## config.mk

```make
export PLATFORM = sky130hd
export DESIGN_NAME = mpsm_ctrl
export DESIGN_NICKNAME = d
export VERILOG_FILES = /design/src/rtl/mpsm_pkg.sv /design/src/rtl/mpsm_ctrl.sv
export SDC_FILE = /design/constraint.sdc
export NUM_CORES = 1
export LEC_CHECK = 0
export ABC_AREA = 1
export BUFFER_PORTS_ARGS = -buffer_cell sky130_fd_sc_hd__buf_4
export CAP_MARGIN = 20
export CORE_UTILIZATION = 33
export DETAILED_ROUTE_END_ITERATION = 8
export SLEW_MARGIN = 20
export SYNTH_ARGS = -nofsm -noshare
export SYNTH_HDL_FRONTEND = slang
export SYNTH_SLANG_ARGS = --single-unit
```

## constraint.sdc

```tcl
create_clock -name clock -period 1.4 [get_ports clock]
set_input_delay 0.14 -clock clock [delete_from_list [all_inputs] [get_ports clock]]
set_output_delay 0.14 -clock clock [all_outputs]
set_load 0.01 [all_outputs]
```

## src/rtl/mpsm_pkg.sv

```systemverilog
`default_nettype none
package mpsm_pkg;

   localparam int DEF_SLOTS       = 10;
   localparam int DEF_PATTERN_LEN = 256;

   localparam logic [7:0] ESC_BYTE = 8'h01;

   typedef enum logic [1:0] {
      ACT_RX    = 2'd0,
      ACT_WRITE = 2'd1,
      ACT_ARM   = 2'd2,
      ACT_CLEAR = 2'd3
   } action_type;

   // how the working count changes
   typedef enum logic [2:0] {
      CNT_KEEP = 3'd0,
      CNT_LOAD = 3'd1,
      CNT_INC  = 3'd2,
      CNT_LEN  = 3'd3,
      CNT_J1   = 3'd4,
      CNT_ZERO = 3'd5
   } cnt_op_type;

   // which pattern bytes to fetch
   typedef enum logic [2:0] {
      RD_NONE    = 3'd0,
      RD_CNT     = 3'd1,
      RD_J_FIRST = 3'd2,
      RD_J_DEC   = 3'd3,
      RD_I_FIRST = 3'd4,
      RD_I_NEXT  = 3'd5
   } rd_op_type;

   typedef struct packed {
      logic       accept;
      cnt_op_type cnt;
      rd_op_type  rd;
      logic       commit;
      logic       finish;
   } cmd_type;

   typedef struct packed {
      logic feed;
      logic armed;
      logic lt_len;
      logic cnt_zero;
      logic a_eq_b;
      logic pair_eq;
      logic j_zero;
      logic i_last;
      logic last_slot;
      logic rsp_free;
   } status_type;

endpackage
`default_nettype wire

```

## src/rtl/mpsm_ctrl.sv

```systemverilog
`default_nettype none
module mpsm_ctrl
   import mpsm_pkg::*;
(
   input  wire logic       clock,
   input  wire logic       reset,
   input  wire logic       req_valid,
   output logic            req_ready,
   input  wire status_type sts,
   output cmd_type         cmd
);

   typedef enum logic [6:0] {
      S_IDLE = 7'b0000001,
      S_SLOT = 7'b0000010,
      S_CMP  = 7'b0000100,
      S_FBJ  = 7'b0001000,
      S_FBI  = 7'b0010000,
      S_NEXT = 7'b0100000,
      S_FIN  = 7'b1000000
   } state_type;

   state_type state_ff, state_in;

   assign req_ready = (state_ff == S_IDLE) && sts.rsp_free;

   always_comb begin
      state_in   = state_ff;
      cmd.accept = 1'b0;
      cmd.cnt    = CNT_KEEP;
      cmd.rd     = RD_NONE;
      cmd.commit = 1'b0;
      cmd.finish = 1'b0;
      unique case (state_ff)
         S_IDLE: begin
            if (req_valid && req_ready) begin
               cmd.accept = 1'b1;
               if (sts.feed) state_in = S_SLOT;
            end
         end
         S_SLOT: begin
            if (sts.armed) begin
               cmd.cnt  = CNT_LOAD;
               cmd.rd   = RD_CNT;
               state_in = S_CMP;
            end else begin
               state_in = S_NEXT;
            end
         end
         S_CMP: begin
            state_in = S_NEXT;
            if (sts.lt_len && sts.a_eq_b) begin
               cmd.cnt = CNT_INC;
            end else if (sts.lt_len && !sts.cnt_zero) begin
               cmd.rd   = RD_J_FIRST;
               state_in = S_FBJ;
            end else if (!sts.lt_len) begin
               cmd.cnt = CNT_LEN;
            end
         end
         // candidate border length j+1: last byte first, then the prefix
         S_FBJ: begin
            if (sts.a_eq_b) begin
               if (sts.j_zero) begin
                  cmd.cnt  = CNT_J1;
                  state_in = S_NEXT;
               end else begin
                  cmd.rd   = RD_I_FIRST;
                  state_in = S_FBI;
               end
            end else if (sts.j_zero) begin
               cmd.cnt  = CNT_ZERO;
               state_in = S_NEXT;
            end else begin
               cmd.rd = RD_J_DEC;
            end
         end
         S_FBI: begin
            if (sts.pair_eq) begin
               if (sts.i_last) begin
                  cmd.cnt  = CNT_J1;
                  state_in = S_NEXT;
               end else begin
                  cmd.rd = RD_I_NEXT;
               end
            end else begin
               cmd.rd   = RD_J_DEC;
               state_in = S_FBJ;
            end
         end
         S_NEXT: begin
            cmd.commit = 1'b1;
            state_in   = sts.last_slot ? S_FIN : S_SLOT;
         end
         S_FIN: begin
            cmd.finish = 1'b1;
            state_in   = S_IDLE;
         end
         default: state_in = S_IDLE;
      endcase
   end

   always_ff @(posedge clock) begin
      if (reset) begin
         state_ff <= S_IDLE;
      end else begin
         state_ff <= state_in;
      end
   end

endmodule
`default_nettype wire

```

==> results of run 1 <==
## layout by cell type (no fill, tap or decap), types with 2 or more instances in the layout
cell	instances
nor3_2	2
nand2_2	6
a21oi_2	2
inv_4	4
inv_2	5
nand3_1	6
nand2_4	2
nor2_2	3
dfxtp_2	5
nor2_4	7
buf_4	32
dfxtp_4	2
nor2_1	9
inv_1	17
nand3_2	6
clkbuf_4	3
nand2_1	17
buf_6	2
## cells in the mapped netlist
cell,number,area share
nand2_1,21,0.12
inv_1,19,0.11
nand3_1,11,0.085
nor2_1,10,0.058
dfxtp_1,7,0.22
inv_2,7,0.041
nor2_2,7,0.068
a21oi_1,3,0.023
nand2_2,3,0.029
nor2_4,2,0.035
nor3_2,2,0.031
nor4_1,2,0.019
o21ai_0,2,0.015
clkinv_2,1,0.0077
nand2_4,1,0.017
nand3_2,1,0.015
nand3_4,1,0.027
nand3b_1,1,0.012
nand4_1,1,0.0097
nor3_1,1,0.0077
o211ai_2,1,0.019
o221ai_1,1,0.014
o31ai_2,1,0.019
## per-layer routing
layer / up-vias / share of wire / track usage
li1: 409 / - / -
met1: 376 / 0.42 / 0.221
met2: 28 / 0.53 / 0.319
met3: 6 / 0.033 / 0.0471
met4: 0 / 0.020 / 0.0706
met5: - / 0 / 0
## through the flow
step,total power (W),setup WS (ns)
2_1_floorplan,0.000592,0.244
3_3_place_gp,0.000713,0.142
3_5_place_dp,0.000714,0.122
4_1_cts,0.00100,-0.113
5_1_grt,0.00115,-0.176
6_report,0.00108,-0.119
## cell families (layout without fill, tap and decap cells)
family          count (synthesis)  after routing
flops                           7              7
simple gates                   64             64
compound gates                  8              8
buf+inv                        27             65
## repair_timing
action,CTS,global route
setup buffers,7,5
gates resized for setup,16,26
setup endpoints to repair,8,14
pin swaps,8,12
## critical path, delay by kind of cell (launching register included)
family                 cells  cell delay [ns]
DFF                        1             0.33
and+or+nand+nor            2             0.32
buffers and inverters      3             0.31
AOI/OAI and AO/OA          1             0.16
## layout make-up
cell class | instances | area, µm²
Inverter | 27 | 113
Tap cell | 25 | 31.3
Sequential cell | 7 | 154
Clock buffer | 4 | 26.3
Timing Repair Buffer | 34 | 263
Fill cell | 176 | 688
Multi-Input combinational cell | 72 | 508
## power breakdown
group | internal (W) | switching [W] | leakage (nW)
registers | 0.000233 | 0.0000474 | 0.0600
clock network | 0.000109 | 0.0000816 | 0.0150
logic | 0.000259 | 0.000350 | 0.478
## path summary, 6_finish.rpt
| path | slack (ns) | from | endpoint | cells after the start |
|---|---|---|---|---|
| worst max-delay path | -0.12 | state_ff[6]$_SDFFE_PP0P_ | cmd[3] | 6 |
| worst min-delay path | 0.05 | reset | state_ff[5]$_SDFFE_PP0P_ | 2 |
| worst max register to register | -0.07 | state_ff[4]$_SDFFE_PP0P_ | state_ff[2]$_SDFFE_PP0P_ | 12 |
| worst min register to register | 0.57 | state_ff[4]$_SDFFE_PP0P_ | state_ff[4]$_SDFFE_PP0P_ | 2 |
==> results.sh, run 1 <==
export IMPL_drt_initial_drc_count=28
export IMPL_ir_worst_vdd_v=0.000829
export IMPL_stdcell_area_um2=1090
export IMPL_regMostFlops="state_ff"
export IMPL_slew_viol_final=0
export IMPL_die_area_um2=2150
export IMPL_post_route_util=0.614
export IMPL_num_vias=819
export IMPL_synthAdderAreaFrac=0
export IMPL_whs_ns=0.0515
export IMPL_worstMarginPinSlew_ns=0.397
export IMPL_drtAntennaViolNets=0
export IMPL_dpl_hpwl_um=1310
export IMPL_period_share=1.09
export IMPL_cts_buffer_depth=2
export IMPL_track_usage=0.187
export IMPL_yosysSeqAreaShare=0.216
export IMPL_final_layout_size_suffix_gt1_frac=0.618
export IMPL_max_freq_ghz=0.658
export IMPL_gp_congestion=0.845
export IMPL_diodes=0
export IMPL_antenna_found_initial=0
export IMPL_grt_pass1_wl_um=2880
export IMPL_cts_root_buf="clkbuf_4"
export IMPL_arrival_ns=1.38
export IMPL_synthToLayoutAreaGrowth_pct=68.9
export IMPL_synth_avg_cell_area_um2=6.11
export IMPL_violations="setup timing"
export IMPL_wl_per_cell_um=11.7
export IMPL_fp_dieH_um=46.3
export IMPL_overflow=0
export IMPL_synthSimpleGateAreaFrac=0.535
export IMPL_leakage_nw=0.553
export IMPL_p_per_area_nw_per_um2=987
export IMPL_die_w_um=46.3
export IMPL_fp_coreArea_um2=1780
export IMPL_syn_nets=119
export IMPL_route_detailed_vias_per_inst=4.85
export IMPL_crit_required_ns=1.26
export IMPL_place_area_um2=845
export IMPL_clkTransAtPathRegs_ns=0.05
export IMPL_fin_ws_ns=-0.119
export IMPL_clk_latency_ns=0.26
export IMPL_critPathKind="flop to primary output"
export IMPL_status="finished, violations left"
export IMPL_synth_seq_cells=7
export IMPL_routed_wl_um=1980
export IMPL_cts_sinks=7
export IMPL_finalSetupViolCount=12
export IMPL_path_cells="inv_4 -> nand3_4 -> nor2_4 -> inv_4 -> o211ai_2 -> buf_4"
export IMPL_cts_hold_buf=0
export IMPL_synth_cell_area_um2=648
export IMPL_initial_utilization=0.364
export IMPL_min_path_type="primary input to flop"
export IMPL_synth_top_family_by_area="simple AND/OR/NAND/NOR gates"
export IMPL_io_buffers=22
export IMPL_synth_cell_types=23
export IMPL_clock_skew_ns=0.00217
export IMPL_synthMuxAreaShare=0
export IMPL_worstSetupEndpointType="primary output"
export IMPL_period_needed_ns=1.52
export IMPL_fin_tns_setup_ns=-0.761
export IMPL_design_final_nets=158
export IMPL_cts_tree="yes"
export IMPL_drt_first_pass_iters=4
export IMPL_rsz0062_at_grt="true"
export IMPL_synth_xor_area_share=0
export IMPL_fin_cells=169
export IMPL_drc=0
export IMPL_synth_compound_area_frac=0.0907
export IMPL_synthCells=106
export IMPL_slew_limit_headroom=0.734
export IMPL_largest_reg_flops=7
export IMPL_slowest_stage="dfxtp_2"
export IMPL_num_rows=15
export IMPL_placed_cells=153
export IMPL_cp_max_fo=4
export IMPL_htreeDepth=1
export IMPL_reg_largest_list="state_ff: 7 flops"
export IMPL_grt_max_degree=6
export IMPL_yosys_warnings=0
export IMPL_crit_top_cell="inv_4"
export IMPL_numCtsBuffers=3
export IMPL_slowest_delay_ns=0.33
export IMPL_hold_viol_final=0
export IMPL_cp_start_kind="flop"
export IMPL_num_io_pins=23
export IMPL_drv_cap=0
export IMPL_grt_pass1_vias=749
(Power assumes the default switching activity.)
==> run 2, diff against run 1 <==
--- a/config.mk
+++ b/config.mk
@@ -10,6 +10,7 @@
 export CAP_MARGIN = 20
 export CORE_UTILIZATION = 33
 export DETAILED_ROUTE_END_ITERATION = 8
+export RECOVER_POWER = 50
 export SLEW_MARGIN = 20
 export SYNTH_ARGS = -nofsm -noshare
 export SYNTH_HDL_FRONTEND = slang
==> run 2 against run 1 <==
Worst hold slack worse by 0.0056 ns. Total power down 0.23%. Combinational power down 1%. Largest power group unchanged. Cell count unchanged. The run still ends with setup timing left. Sequential share of layout area up 0.081 points. Non-clock buffer count unchanged. Clock skew about the same.
==> results.sh, run 2 (synthesized netlist as in run 1, its figures left out) <==
export IMPL_htreeDepth=1
export IMPL_num_rows=15
export IMPL_arrival_ns=1.38
export IMPL_critical_path_top_delay_family="flip-flops"
export IMPL_cts_buffer_depth=2
export IMPL_slew_limit_headroom=0.733
export IMPL_cts_tree="yes"
export IMPL_finalPower_w=0.00108
export IMPL_largest_reg_flops=7
export IMPL_layout_commonest_cell="buf_4"
export IMPL_gp_congestion=0.845
export IMPL_crit_start="state_ff[6]$_SDFFE_PP0P_"
export IMPL_die_w_um=46.3
export IMPL_fin_ws_ns=-0.124
export IMPL_slowest_delay_ns=0.33
export IMPL_clk_latency_ns=0.26
export IMPL_reg2reg_to="state_ff[2]$_SDFFE_PP0P_"
export IMPL_dpl_hpwl_um=1310
export IMPL_io_buffers=22
export IMPL_slew_viol_final=0
export IMPL_cts_root_buf="clkbuf_4"
export IMPL_reg2regPathDepth=12
export IMPL_route_detailed_vias_per_inst=4.82
export IMPL_cp_max_fo=4
export IMPL_hold_viol_final=0
export IMPL_num_vias=815
export IMPL_track_usage=0.187
export IMPL_ff2ff_setup_slack_ns=-0.06
export IMPL_status="finished, violations left"
export IMPL_drc=0
export IMPL_mostFrequentLayoutCells="buf_4 (32), inv_1 (17), nand2_1 (17)"
export IMPL_overflow=0
export IMPL_top_usage_layer="met2"
export IMPL_slowest_stage="dfxtp_2"
export IMPL_period_share=1.09
export IMPL_violations="setup timing"
export IMPL_numCtsBuffers=3
export IMPL_ir_worst_vdd_v=0.000832
export IMPL_worstMarginPinSlew_ns=0.399
export IMPL_reg_largest_list="state_ff: 7 flops"
export IMPL_clock_skew_ns=0.00256
export IMPL_crit_required_ns=1.26
export IMPL_crit_end="cmd[3]"
export IMPL_use_met2=0.319
export IMPL_num_io_pins=23
export IMPL_rsz0062_at_grt="true"
export IMPL_synthToLayoutAreaGrowth_pct=68.0
export IMPL_clkTransAtPathRegs_ns=0.05
export IMPL_leakage_nw=0.551
export IMPL_cts_hold_buf=0
export IMPL_stdcell_area_um2=1090
export IMPL_use_met3=0.0471
export IMPL_drv_cap=0
export IMPL_die_area_um2=2150
export IMPL_wl_per_cell_um=11.8
export IMPL_place_area_um2=845
export IMPL_max_freq_ghz=0.656
export IMPL_design_final_nets=158
export IMPL_worstSetupEndpointType="primary output"
export IMPL_period_needed_ns=1.52
export IMPL_path_cells="inv_4 -> nand3_4 -> nor2_4 -> inv_4 -> o211ai_2 -> buf_4"
export IMPL_routed_wl_um=2000
export IMPL_fillCellCount=178
export IMPL_cp_depth=6
export IMPL_crit_top_cell="inv_4"
export IMPL_reg2reg_from="state_ff[4]$_SDFFE_PP0P_"
export IMPL_drt_first_pass_iters=4
export IMPL_regMostFlops="state_ff"
export IMPL_p_per_area_nw_per_um2=990
export IMPL_drtAntennaViolNets=0
export IMPL_min_path_type="primary input to flop"
export IMPL_critPathKind="flop to primary output"
export IMPL_grt_util_met1=0.221
export IMPL_whs_ns=0.0460
export IMPL_cts_sinks=7
export IMPL_fp_dieH_um=46.3
export IMPL_grt_pass1_vias=749
export IMPL_drt_initial_drc_count=32
export IMPL_antenna_found_initial=0
export IMPL_final_layout_size_suffix_gt1_frac=0.618
export IMPL_fp_coreArea_um2=1780
export IMPL_initial_utilization=0.364
export IMPL_grt_pass1_wl_um=2880
export IMPL_grt_max_degree=6
export IMPL_finalSetupViolCount=12
export IMPL_crit_buf_inv=3
export IMPL_cp_start_kind="flop"
export IMPL_pre_cts_ws_ns=0.122
export IMPL_diodes=0
## run 2: cell types whose count changed in the layout (fill, tap and decap cells not counted)
cell,previous run,this run
nor3_2,2,3
nor3_4,1,0
## run 2: layout make-up
class | instances | area [µm²] | area share
Timing Repair Buffer | 34 | 263 | 0.241
Clock buffer | 4 | 26.3 | 0.0241
Sequential cell | 7 | 154 | 0.141
Multi-Input combinational cell | 72 | 502 | 0.461
Inverter | 27 | 113 | 0.103
Tap cell | 25 | 31.3 | 0.0287
## run 2: repair_timing
action                     in CTS  in global routing
pin swaps                       8                 12
buffers inserted                7                  5
setup endpoints to repair       8                 14
gates resized for setup        16                 26
gates cloned                    0                  0
## run 2: how the worst min path moves through the flow
stage                      from                  endpoint  slack [ns]  cells past startpoint
final                     reset  state_ff[5]$_SDFFE_PP0P_        0.05                      2
after global routing      reset  state_ff[5]$_SDFFE_PP0P_        0.04                      2
after CTS                 reset  state_ff[1]$_SDFFE_PP0P_        0.06                      2
after detailed placement  reset  state_ff[5]$_SDFFE_PP0P_        0.33                      2
after global placement    reset  state_ff[5]$_SDFFE_PP0P_        0.33                      2
after floorplan           reset  state_ff[5]$_SDFFE_PP0P_        0.21                      1
## run 2: through the flow
stage / utilization / TNS (ns) / cells
CTS: 0.549 / -0.687 / 164
floorplan: - / 0 / 106
global placement: 0.474 / 0 / 153
global route: 0.611 / -1.64 / 169
finish: 0.611 / -0.810 / 169
detailed placement: 0.474 / 0 / 153
## run 2: metal layers
layer  vias up  share of wire
met5         -              0
met2        26           0.51
met1       370           0.42
li1        409              -
met4         0          0.030
met3        10          0.035
## run 2: power breakdown
part	internal, W	switching, W
Sequential	0.000233	0.0000483
Combinational	0.000259	0.000344
Clock	0.000109	0.0000845
## run 2: worst register-to-register path: stages (launching register included)
cell and delay, ns:
dfxtp_4 0.38, inv_4 0.07, buf_4 0.11, nand2_4 0.05, nor2_2 0.10, nand3_2 0.11, buf_4 0.16, nand2_2 0.05
clkinv_2 0.07, nand2_2 0.08, inv_2 0.05, nand3_1 0.07, inv_1 0.05
==> run 3, diff against run 2 <==
==> constraint.sdc (replaced) <==
create_clock -name clock -period 1.64 [get_ports clock]
set_input_delay 0.164 -clock clock [delete_from_list [all_inputs] [get_ports clock]]
set_output_delay 0.164 -clock clock [all_outputs]
set_load 0.01 [all_outputs]
==> run 3 against run 2 <==
The run now ends clean. Clock skew rose by 0.0022 ns. Die area unchanged. Routed wire length shrank 19%. Via count decreased by 12%. Sequential power is 19% lower. Non-clock buffer count is 10 lower. Critical path type unchanged. Largest cell class unchanged. Largest power group unchanged.
==> results.sh, run 3 (synthesized netlist as in run 1, its figures left out) <==
export IMPL_clkPwrFrac=0.197
export IMPL_ir_worst_vdd_v=0.000496
export IMPL_io_buffers=22
export IMPL_drv_cap=0
export IMPL_dpl_hpwl_um=1310
export IMPL_drc=0
export IMPL_cts_buffer_depth=2
export IMPL_max_freq_ghz=0.642
export IMPL_cp_start_kind="flop"
export IMPL_hold_viol_final=0
export IMPL_layout_commonest_cell="buf_4"
export IMPL_cts_sinks=7
export IMPL_track_usage=0.162
export IMPL_finalSetupViolCount=0
export IMPL_reg2reg_from="state_ff[2]$_SDFFE_PP0P_"
export IMPL_period_share=0.949
export IMPL_cp_max_fo=4
export IMPL_drt_initial_drc_count=10
export IMPL_crit_start="state_ff[2]$_SDFFE_PP0P_"
export IMPL_leakage_nw=0.478
export IMPL_status="complete, no violations"
export IMPL_route_detailed_vias_per_inst=4.52
export IMPL_p_comb_frac=0.522
export IMPL_numCtsBuffers=3
export IMPL_cts_root_buf="clkbuf_4"
export IMPL_grt_max_degree=6
export IMPL_die_area_um2=2150
export IMPL_reg2regPathDepth=6
export IMPL_post_route_util=0.512
export IMPL_reg_largest_list="state_ff: 7 flops"
export IMPL_fin_tns_setup_ns=0
export IMPL_fp_dieH_um=46.3
export IMPL_initial_utilization=0.364
export IMPL_period_needed_ns=1.56
export IMPL_grt_pass1_vias=655
export IMPL_drtAntennaViolNets=0
export IMPL_grt_pass1_wl_um=2530
export IMPL_cts_tree="yes"
export IMPL_synthToLayoutAreaGrowth_pct=40.9
export IMPL_min_path_type="primary input to flop"
export IMPL_crit_end="cmd[7]"
export IMPL_largest_reg_flops=7
export IMPL_clkTransAtPathRegs_ns=0.05
export IMPL_worstSetupEndpointType="primary output"
export IMPL_final_layout_size_suffix_gt1_frac=0.425
export IMPL_antenna_found_initial=0
export IMPL_die_w_um=46.3
export IMPL_slew_viol_final=0
export IMPL_num_io_pins=23
export IMPL_htreeDepth=1
export IMPL_fp_coreArea_um2=1780
export IMPL_slew_limit_headroom=0.763
export IMPL_clk_latency_ns=0.25
export IMPL_diodes=0
export IMPL_ff2ff_setup_slack_ns=0.33
export IMPL_critPathKind="flop to primary output"
export IMPL_power_internal_w=0.000459
export IMPL_seq_power_share=0.282
export IMPL_drt_first_pass_iters=4
export IMPL_num_rows=15
export IMPL_wl_per_cell_um=10.1
export IMPL_reg2reg_to="state_ff[1]$_SDFFE_PP0P_"
export IMPL_crit_required_ns=1.48
export IMPL_num_vias=719
export IMPL_p_switching_w=0.000348
export IMPL_regMostFlops="state_ff"
export IMPL_cts_hold_buf=0
export IMPL_mostFrequentLayoutCells="buf_4 (24), nand2_1 (21), inv_1 (19)"
export IMPL_p_per_area_nw_per_um2=884
export IMPL_clock_skew_ns=0.00473
export IMPL_switching_share=0.431
export IMPL_gp_congestion=0.845
export IMPL_design_final_nets=148
export IMPL_routed_wl_um=1610
export IMPL_worstMarginPinSlew_ns=0.353
export IMPL_overflow=0
export IMPL_arrival_ns=1.39
## run 3: changes by cell type in the layout (fill, tap and decap cells not counted), sizes merged
cell  change
buf      -10
## run 3: repair_timing
action | in CTS | in global routing
gates resized for setup | 0 | 8
setup endpoints to repair | 0 | 5
setup buffers | 0 | 2
## run 3: per-stage QoR
step           cells  area, µm²  hold slack, ns  total power (W)  worst slack, ns
2_1_floorplan    106        648           0.231         0.000506            0.460
3_3_place_gp     153        845           0.356         0.000609            0.358
3_5_place_dp     153        845           0.353         0.000609            0.343
4_1_cts          157        871          0.0855         0.000771           0.0604
5_1_grt          159        913          0.0729         0.000879          -0.0197
6_report         159        913          0.0903         0.000808           0.0829
## run 3: worst min path at each step
| stage | slack [ns] | end | depth (start not counted) | startpoint |
|---|---|---|---|---|
| final | 0.09 | state_ff[5]$_SDFFE_PP0P_ | 2 | reset |
| after global placement | 0.36 | state_ff[5]$_SDFFE_PP0P_ | 2 | reset |
| after floorplan | 0.23 | state_ff[5]$_SDFFE_PP0P_ | 1 | reset |
| after detailed placement | 0.35 | state_ff[5]$_SDFFE_PP0P_ | 2 | reset |
| after global routing | 0.07 | state_ff[5]$_SDFFE_PP0P_ | 2 | reset |
| after CTS | 0.09 | state_ff[5]$_SDFFE_PP0P_ | 2 | reset |
## run 3: layout make-up
type	count	area (µm²)
well taps	25	31.3
clock buffers	4	26.3
repair buffers	24	180
inverters	27	103
fillers	194	870
flip-flops and latches	7	143
multi-input cells	72	430
## run 3: metal layers
layer  GRT usage  part of all wire  up-vias
met5           0                 0        -
met4      0.0353            0.0087        0
met3      0.0471             0.026        2
met2       0.247              0.51       16
met1       0.223              0.46      315
li1            -                 -      386
## run 3: critical path, cell delays in order (launching register included)
cell     delay (ns)
dfxtp_1        0.33
nor2_2         0.18
nand2_2        0.13
nor2_4         0.14
inv_1          0.07
o21ai_0        0.15
buf_4          0.15
## run 3: power groups by stage
stage	combinational [W]	clock [W]	sequential (W)
floorplan	0.000288	0	0.000218
global placement	0.000387	0	0.000221
detailed placement	0.000387	0	0.000222
CTS	0.000388	0.000164	0.000219
global route	0.000471	0.000177	0.000231
finish	0.000421	0.000159	0.000228
